[src/design/msm_pkg.sv]
// msm_pkg: shared types, constants and arithmetic helpers of the sample mixer
// used by msm_front, msm_back and multichannel_sample_mixer_top
package msm_pkg;

  localparam int DEF_VOICES    = 8;
  localparam int DEF_ADDR_BITS = 16;

  // command queue between front and back
  localparam int QDEPTH = 2;
  localparam int QAW    = 1;

  localparam logic [15:0] HANDLE_RESTART = 16'd100;
  localparam logic [8:0]  SEP_SPAN       = 9'd257;
  localparam logic [7:0]  SAMPLE_CENTER  = 8'd128;
  // floor(y / 127) == (y * RECIP_127) >> 22 for y below 33554
  localparam logic [15:0] RECIP_127      = 16'd33027;
  localparam int          RECIP_SHIFT    = 22;

  typedef enum logic [1:0] {
    OP_TICK  = 2'd0,
    OP_START = 2'd1,
    OP_LOAD  = 2'd2,
    OP_SPARE = 2'd3
  } op_t;

  typedef enum logic [2:0] {
    ST_IDLE,
    ST_TICK,
    ST_DRAIN,
    ST_EXCL,
    ST_FREE,
    ST_GAIN1,
    ST_GAIN2,
    ST_EMIT
  } state_t;

  typedef struct packed {
    op_t          op;
    logic [7:0]   sound_id;
    logic         exclusive;
    logic [6:0]   volume;
    logic [7:0]   separation;
    logic [17:0]  step;
    logic [15:0]  start_addr;
    logic [16:0]  length;
    logic [30:0]  game_tick;
    logic [15:0]  load_addr;
    logic [7:0]   load_byte;
  } cmd_t;

  typedef struct packed {
    logic         kind;
    logic [15:0]  left_sample;
    logic [15:0]  right_sample;
    logic [15:0]  handle;
    logic [2:0]   voice;
  } res_t;

  // gain * |sample - 128| * 256 / 127, truncated; p = gain * |sample - 128|
  // 256 / 127 = 2 + 2 / 127, so the result is 2p + floor(2p / 127)
  function automatic logic [16:0] scale_mag(input logic [14:0] p);
    logic [15:0] y;
    logic [31:0] prod;
    logic [9:0]  q;
    y    = {p, 1'b0};
    prod = 32'(y) * 32'(RECIP_127);
    q    = prod[31:RECIP_SHIFT];
    return 17'(y) + 17'(q);
  endfunction

endpackage

[src/design/msm_front.sv]
// msm_front: input queue of the sample mixer, drops unused command codes
// depends on msm_pkg
module msm_front (
  input  logic          clk,
  input  logic          rst_n,
  input  logic          push,
  output logic          full,
  input  msm_pkg::cmd_t in_cmd_s,
  output logic          head_vld,
  output msm_pkg::cmd_t head,
  input  logic          take
);

  msm_pkg::cmd_t               q_r [msm_pkg::QDEPTH];
  logic [msm_pkg::QAW-1:0]     wptr_r, wptr_nxt;
  logic [msm_pkg::QAW-1:0]     rptr_r, rptr_nxt;
  logic [msm_pkg::QAW:0]       cnt_r, cnt_nxt;
  logic                        known;
  logic                        wr;
  logic                        rd;

  assign full = (cnt_r == (msm_pkg::QAW+1)'(msm_pkg::QDEPTH));
  assign head_vld = (cnt_r != '0);
  assign head = q_r[rptr_r];

  // code 3 is taken off the port and thrown away
  assign known = (in_cmd_s.op == msm_pkg::OP_TICK) || (in_cmd_s.op == msm_pkg::OP_START) ||
                 (in_cmd_s.op == msm_pkg::OP_LOAD);
  assign wr = push && !full && known;
  assign rd = take && head_vld;

  always_comb begin
    wptr_nxt = wr ? wptr_r + 1'b1 : wptr_r;
    rptr_nxt = rd ? rptr_r + 1'b1 : rptr_r;
    cnt_nxt  = cnt_r + (msm_pkg::QAW+1)'(wr) - (msm_pkg::QAW+1)'(rd);
  end

  always_ff @(posedge clk) begin
    if (!rst_n) begin
      wptr_r <= '0;
      rptr_r <= '0;
      cnt_r  <= '0;
    end else begin
      wptr_r <= wptr_nxt;
      rptr_r <= rptr_nxt;
      cnt_r  <= cnt_nxt;
    end
  end

  always_ff @(posedge clk) begin
    if (wr) begin
      q_r[wptr_r] <= in_cmd_s;
    end
  end

  a_cnt_bound: assert property (@(posedge clk) disable iff (!rst_n)
    cnt_r <= (msm_pkg::QAW+1)'(msm_pkg::QDEPTH))
    else $error("queue count beyond depth");

endmodule

[config.mk]
export PLATFORM = sky130hd
export DESIGN_NAME = msm_front
export DESIGN_NICKNAME = d
export VERILOG_FILES = /design/src/design/msm_pkg.sv /design/src/design/msm_front.sv
export SDC_FILE = /design/constraint.sdc
export NUM_CORES = 1
export LEC_CHECK = 0
export ABC_AREA = 1
export BUFFER_PORTS_ARGS = -buffer_cell sky130_fd_sc_hd__buf_4
export CELL_PAD_IN_SITES_DETAIL_PLACEMENT = 2
export CELL_PAD_IN_SITES_GLOBAL_PLACEMENT = 2
export CORE_ASPECT_RATIO = 1.25
export CORE_MARGIN = 2
export CORE_UTILIZATION = 38
export CTS_CLUSTER_DIAMETER = 200
export DETAILED_ROUTE_END_ITERATION = 10
export PLACE_DENSITY = 0.85
export SYNTH_ARGS = -nofsm -noshare
export SYNTH_HDL_FRONTEND = slang
export SYNTH_SLANG_ARGS = --single-unit
[constraint.sdc]
create_clock -name clk -period 25.8 [get_ports clk]
set_input_delay 7.74 -clock clk [delete_from_list [all_inputs] [get_ports clk]]
set_output_delay 7.74 -clock clk [all_outputs]
set_load 0.02 [all_outputs]
After elaboration in Yosys (flattened, before gate mapping):

Memory sizes are Yosys's and may differ from the RTL's. A register that Yosys moved wholly into a read port is not among the register bits.
Index checks and enable logic that the tools add are counted.

* register bits after elaboration: 4
* bits in writable memories: 264
* bits of input ports: 136
* output and inout port bits: 134
* logic and storage cells: 23
* memories: 1

Memory list
* q_r: words 2, bits a word 132, rd ports 1, clocked after memory_dff 1, write ports 1, RTL line msm_front.sv:14 `msm_pkg::cmd_t q_r [msm_pkg::QDEPTH];`

* add/sub/neg operators: 4
* equality and inequality tests: 3
* muxes and demuxes: 4
* reduce and logical (&&, ||, !) cells: 8

Operators with widths (number)
* $eq A2 B2 Y1 const B: 2
* $mux W1: 4
* $logic_and A1 B1 Y1: 3
* $add A1 B1 Y1 const B: 2
* $add A2 B1 Y2: 1
* $eq A2 B1 Y1 const B: 1
* $logic_not A2 Y1: 1
* $logic_or A1 B1 Y1: 2
* $reduce_bool A2 Y1: 1
* $sub A2 B1 Y2: 1
* $logic_not A1 Y1: 1

Depth between registers and ports, before layout:

Gate-level depths: netlist of run 1.

* depth after elaboration: 6
* mapped depth: 12
* gate-level depth less buffers: 12

Worst setup path before layout of run 1:

No wires, ideal clock.

* kind: input port to flip-flop
* start: input port in_cmd_s[130] (netlist bit)
* end: memory q_r[0][0] (netlist bit), enable pin
* arrival: 13.532 ns
* required time: 25.174 ns
* slack: 11.643 ns
* stages: 5
* path buffers: 0
* path through: nand2_1 nand2_1 nor2_1 inv_1 nor2_1

* word-level cells in the longest chain between the ends: 6
* elaborated cells between the ends (all ways): 8

RTL lines
* start: declaration: RTL line msm_front.sv:8 `input msm_pkg::cmd_t in_cmd_s,`
* $eq A2 B1 Y1 or $logic_not A2 Y1 (tied branches): RTL line msm_front.sv:27 `assign known = (in_cmd_s.op == msm_pkg::OP_TICK) || (in_cmd_s.op == msm_pkg::OP_START) ||`
* $logic_or A1 B1 Y1: RTL line msm_front.sv:27
* $logic_or A1 B1 Y1 (*): RTL line msm_front.sv:27
* $logic_and A1 B1 Y1 (*): RTL line msm_front.sv:29 `assign wr = push && !full && known;`
* $mux W1 (*): RTL line msm_front.sv:51 `if (wr) begin`
* $mux W1 (implied by the code) (*): RTL line msm_front.sv:52 `q_r[wptr_r] <= in_cmd_s;`
* end: declaration: RTL line msm_front.sv:14

Every way passes the cells marked *; elsewhere a longest branch is shown, timed or not.

==> results.yml, run 1 <==
clock_network:
  clk-insertion-delay-late_ns: 0.53
  path_clk_slew_ns: 0.06
  ctsHtreeMaxLevel: 1
  postCtsHoldBufs: 0
  cts_setup_buffers: 0
  root_buffer: "clkbuf_16"
  numCtsBuffers: 28
  tritoncts: "yes"
  cts_buffer_depth: 3
  cts_resized: 0
  clock-sinks: 269
floorplanning:
  design.core.area_um2: 26100
  fp.dieArea_um2: 27900
  pin_count: 270
  die_h_um: 186
  num_rows: 66
  start_util_pct: 38.7
  die_w_um: 150
placement:
  port-buffer-count: 269
  place_congestion: 0.729
  placed_cell_area_um2: 12500
  place_hpwl_um: 18400
timing:
  setup_viol: 0
  tightest_slew_ns: 1.17
  min_period_over_period_pct: 42.7
  rsz0062_at_grt: "false"
  min_period_ns: 11.02
  tns_ns: 0
  hold_violations: 0
  fmax_mhz: 90.8
  relSlewSlack_pct: 22.2
  fin_worst_skew_ns: 0.00841
  drv_slew: 0
grt:
  antenna_found_initial: 0
  overflow: 0
  grt_use_total_pct: 18.2
  first_global_vias: 6139
  grt_max_degree: 70
  grt_pass1_wl_um: 37700
critical_path:
  timing.rr.start: "cnt_r[0]"
  crit_path_max_incr_delay_ns: 1.04
  r2r-end: "q_r[1][114]"
  startpoint_type: "flip-flop"
  cp_num_buf_inv: 2
  worstPathCellList: "buf_4 -> mux2_2 -> buf_4"
  timing_worst_setup_path_type: "flip-flop to output pin"
  crit_required_ns: 18.06
  ff2ff_path_depth: 5
  crit_family: "buffers and inverters"
  rrSetupSlack_ns: 23.19
  end_kind: "output pin"
  cp_max_fo: 67
  cp.arrival_ns: 3.28
  path_common_cell: "buf_4"
  crit_slowest_cell: "dfxtp_4"
synth:
  ys_ff_latch: 269
  synth_fp_nets: 588
  synthCells: 450
  synth_area_um2: 10100
  ys_seq_area_share_pct: 79.4
  synthDistinctLibCells: 15
  syn_avg_cell_area_um2: 22.5
  ys_warn_count: 0
hold_path:
  hold_depth: 2
  min_from: "rptr_r"
  hold_class: "flip-flop to flip-flop"
power_and_ir_drop:
  ir_drop_uv: 55.1
  leakage_nw: 5.10
  p_per_area_nw_per_um2: 97.3
layout:
  syn2layout_area_growth_pct: 32.0
  layout_commonest_cell: "buf_4"
  insertedDiodeCount: 0
  nets: 876
  fin_area_um2: 13300
  mostFrequentLayoutCells: "273 x buf_4, 264 x edfxtp_1, 80 x mux2_4, 52 x mux2_2, 29 x clkbuf_16"
  drive_gt1_share_pct: 58.9
drt:
  routed_via_density: 4.74
  drtIter0Drc: 195
  drc: 0
  ant_nets: 0
  drtPass1Iterations: 4
  vias: 5211
  detail_route.wl_per_cell_um: 23.7
  wirelength_um: 26100
status:
  outcome: "finished, final reports clean"
job:
  max_cap_violations: 0
-- cell type report --
| class | instances | area, um2 |
|---|---|---|
| Clock inverter | 11 | 75.1 |
| Sequential cell | 269 | 8030 |
| Clock buffer | 41 | 811 |
| Inverter | 8 | 35.0 |
| Multi-Input combinational cell | 158 | 1920 |
| Tap cell | 340 | 425 |
| Timing Repair Buffer | 273 | 2050 |
| Fill cell | 2332 | 12700 |
-- through the flow --
stage	total power [mW]	hold WS [ns]	util (%)	instances	setup WS (ns)
after floorplan	0.788	0.451	-	450	11.64
after global placement	0.903	0.475	47.8	1048	15.37
after detailed placement	0.928	0.532	47.8	1048	15.28
after CTS	1.32	0.554	51.1	1100	14.70
after global routing	1.35	0.603	51.1	1100	14.60
final	1.30	0.545	51.1	1100	14.78
-- worst register-to-register path, stage by stage (launching register included) --
cell     delay [ns]
dfxtp_1        0.39
inv_1          0.09
nand2_1        0.07
nand4_1        0.23
inv_6          0.52
buf_4          0.85
-- worst max path at each step --
stage / from / endpoint / slack, ns / cells past startpoint
finish: flip-flop / head[118] / 14.78 / 3
detailed placement: flip-flop / head[118] / 15.28 / 3
global route: flip-flop / head[2] / 14.60 / 3
global placement: flip-flop / head[1] / 15.37 / 3
floorplan: in_cmd_s[130] / q_r[0][0] / 11.64 / 5
CTS: flip-flop / head[118] / 14.70 / 3
-- registers in the layout, summed over array words and instances, names as in the netlist, named ones only --
signal / flops
rptr_r: 1
q_r: 264
wptr_r: 1
cnt_r: 2
-- Yosys cell counts (all sizes together) --
master  count  share of area [%]
edfxtp    264                 78
mux2      132                 18
buf        15                1.4
nand2      10               0.37
nor2        9               0.33
inv         8               0.30
dfxtp       5               0.99
ha          2               0.25
nand3       2              0.099
a21oi       1              0.049
nand4       1              0.062
o21a        1              0.074
-- cell families after synthesis --
| logic type | Yosys count | synth area share (%) |
|---|---|---|
| AOI/OAI and AO/OA | 2 | 0.124 |
| buffers and inverters | 23 | 1.70 |
| adders and majority gates | 2 | 0.247 |
| and+or+nand+nor | 22 | 0.866 |
| muxes | 132 | 17.7 |
| DFF | 269 | 79.4 |
-- metal layers --
layer	routed length, um	GRT usage (%)	up-vias
li1	-	-	2341
met1	8330	17.1	2616
met2	15200	37.0	207
met3	1770	4.72	47
met4	752	5.59	0
met5	0	0	-
-- report_power, final --
part | total [mW] | internal [mW] | switching [mW]
clock network | 0.386 | 0.226 | 0.160
logic | 0.347 | 0.167 | 0.180
registers | 0.566 | 0.536 | 0.0299
No activity file was read; power rests on OpenSTA's default activity.
==> inputs of run 2 (changes only) <==
--- a/config.mk
+++ b/config.mk
@@ -5,7 +5,7 @@
 export SDC_FILE = /design/constraint.sdc
 export NUM_CORES = 1
 export LEC_CHECK = 0
-export ABC_AREA = 1
+export ABC_AREA = 0
 export BUFFER_PORTS_ARGS = -buffer_cell sky130_fd_sc_hd__buf_4
 export CELL_PAD_IN_SITES_DETAIL_PLACEMENT = 2
 export CELL_PAD_IN_SITES_GLOBAL_PLACEMENT = 2
==> constraint.sdc (replaced) <==
create_clock -name clk -period 11 [get_ports clk]
set_input_delay 3.3 -clock clk [delete_from_list [all_inputs] [get_ports clk]]
set_output_delay 3.3 -clock clk [all_outputs]
set_load 0.02 [all_outputs]
==> run 2 against run 1 <==
Register-to-register slack got worse by 15 ns. Sequential share of layout area decreased by 0.59 points. Power increased by 150%. Die area about the same. Worst setup slack got worse by 9.8 ns. Critical endpoint is now head[11].
==> results.yml, run 2 <==
synth:
  synth_top_cells_by_count: "264 x edfxtp_1, 80 x mux2_4, 52 x mux2_2"
  synthDistinctLibCells: 18
  synth_async_sr_flop_share_pct: 0
  yosys-top-cells-area: "edfxtp_1 78%, mux2_4 12%, mux2_2 5.8%"
  ys_seq_area_share_pct: 79.4
  yosys.area.top_type: "edfxtp_1"
  synthCells: 437
  ys_warn_count: 0
  synth_fp_nets: 575
  ys_ff_latch: 269
  synth_most_common_cell: "edfxtp_1"
  syn_avg_cell_area_um2: 23.1
  netlist.area_leader.share_pct: 78.4
  synth_edf_count: 264
  synth_flop_cell: "edfxtp_1"
  synth_area_um2: 10100
clock_network:
  cts_setup_buffers: 0
  ctsHtreeMaxLevel: 1
  cts_resized: 0
  clk-insertion-delay-late_ns: 0.52
  postCtsHoldBufs: 0
  tritoncts: "yes"
  path_clk_slew_ns: 0.06
  clock-sinks: 269
  cts_buffer_depth: 3
  numCtsBuffers: 28
  root_buffer: "clkbuf_16"
timing:
  relSlewSlack_pct: 36.8
  fin_worst_skew_ns: 0.0132
  tightest_slew_ns: 0.948
  setup_viol: 0
  fin_ws_ns: 4.96
  hold_violations: 0
  min_period_ns: 6.04
  drv_slew: 0
  rsz0062_at_grt: "false"
  min_period_over_period_pct: 54.9
  hold-worst-slack_ns: 0.527
  fmax_mhz: 166
  tns_ns: 0
placement:
  place_congestion: 0.681
  port-buffer-count: 269
  place_ws_ns: 5.46
  place_hpwl_um: 17600
power_and_ir_drop:
  p_seq_share_pct: 41.2
  p_comb_share_pct: 27.7
  p_switching_mw: 0.884
  p_int_mw: 2.30
  power_frac_clock_pct: 31.1
  p_sw_share_pct: 27.8
  p_per_area_nw_per_um2: 236
  ir_drop_uv: 139
  leakage_nw: 5.14
layout:
  nets: 867
  syn2layout_area_growth_pct: 33.3
  fill_cells: 2320
  mostFrequentLayoutCells: "277 x buf_4, 264 x edfxtp_1, 80 x mux2_4, 52 x mux2_2, 29 x clkbuf_16"
  top_register: "q_r"
  largest_register_ff_count: 264
  drive_gt1_share_pct: 61.0
  layout_commonest_cell: "buf_4"
  multi_input_area_um2: 1950
  ff_latch_area_um2: 8030
  reg_top3: "q_r x264, cnt_r x2"
drt:
  vias: 5129
  drc: 0
  drtIter0Drc: 215
  drtPass1Iterations: 4
  ant_nets: 0
  detail_route.wl_per_cell_um: 22.7
  routed_via_density: 4.70
  wirelength_um: 24700
status:
  outcome: "finished, final reports clean"
floorplanning:
  start_util_pct: 38.7
  fp.dieArea_um2: 27900
  design.core.area_um2: 26100
  num_rows: 66
  die_h_um: 186
  pin_count: 270
  die_w_um: 150
job:
  max_cap_violations: 0
grt:
  grt_use_total_pct: 17.4
  grt_pass1_wl_um: 37000
  overflow: 0
  grt_max_degree: 64
  first_global_vias: 5981
  antenna_found_initial: 2
critical_path:
  timing_worst_setup_path_type: "flip-flop to output pin"
  startpoint_type: "flip-flop"
  crit_required_ns: 7.70
  cp.arrival_ns: 2.74
  end_kind: "output pin"
  cp_max_fo: 63
hold_path:
  hold_class: "flip-flop to flip-flop"
[run 2: worst paths after layout]
check / from / endpoint / slack [ns] / cells past startpoint
worst max-delay path: flip-flop / head[11] / 4.96 / 3
worst min-delay path: wptr_r / wptr_r / 0.53 / 2
worst max register to register: cnt_r[1] / q_r[0][108] / 8.54 / 5
worst min register to register: wptr_r / wptr_r / 0.53 / 2
[run 2: metal layers]
| layer | vias up | GRT usage [%] | routed length (um) |
|---|---|---|---|
| li1 | 2310 | - | - |
| met1 | 2571 | 18.8 | 8670 |
| met2 | 205 | 32.8 | 13600 |
| met3 | 41 | 4.96 | 1860 |
| met4 | 2 | 4.86 | 637 |
| met5 | - | 0 | 12 |
[run 2: final cells by class]
cell class	instances	area share, %
flip-flops and latches	269	59.6
clock buffers	38	5.86
clock inverters	14	1.45
repair buffers	277	15.4
diodes	1	0.0186
well taps	340	3.16
multi-input cells	151	14.4
inverters	2	0.0557
[run 2: kinds of logic after synthesis]
kind of cell	after synthesis	share of synthesized area (%)
simple gates	12	0.755
flops	269	79.4
buf+inv	17	1.47
fa+ha+maj	2	0.248
mux	133	17.8
compound gates	1	0.0743
xor+xnor	3	0.260
[run 2: worst max-delay path, stage by stage (launching register included)]
cell and delay [ns]:
dfxtp_4 0.71, buf_4 0.80, mux2_2 0.43, buf_4 0.16
[run 2: power groups by stage]
stage | sequential, mW | clock (mW) | combinational (mW)
after detailed placement | 1.34 | 0 | 0.897
after floorplan | 1.32 | 0 | 0.581
after CTS | 1.32 | 1.02 | 0.902
after global routing | 1.32 | 1.06 | 0.936
after global placement | 1.32 | 0 | 0.865
final | 1.31 | 0.991 | 0.882
[run 2: stage by stage]
stage	instance area [um2]	power (mW)	cells	utilization [%]
6_report	13500	3.19	1092	51.6
2_1_floorplan	10100	1.90	437	-
3_3_place_gp	12500	2.19	1039	47.9
3_5_place_dp	12500	2.23	1039	47.9
5_1_grt	13500	3.32	1092	51.6
4_1_cts	13500	3.24	1091	51.6
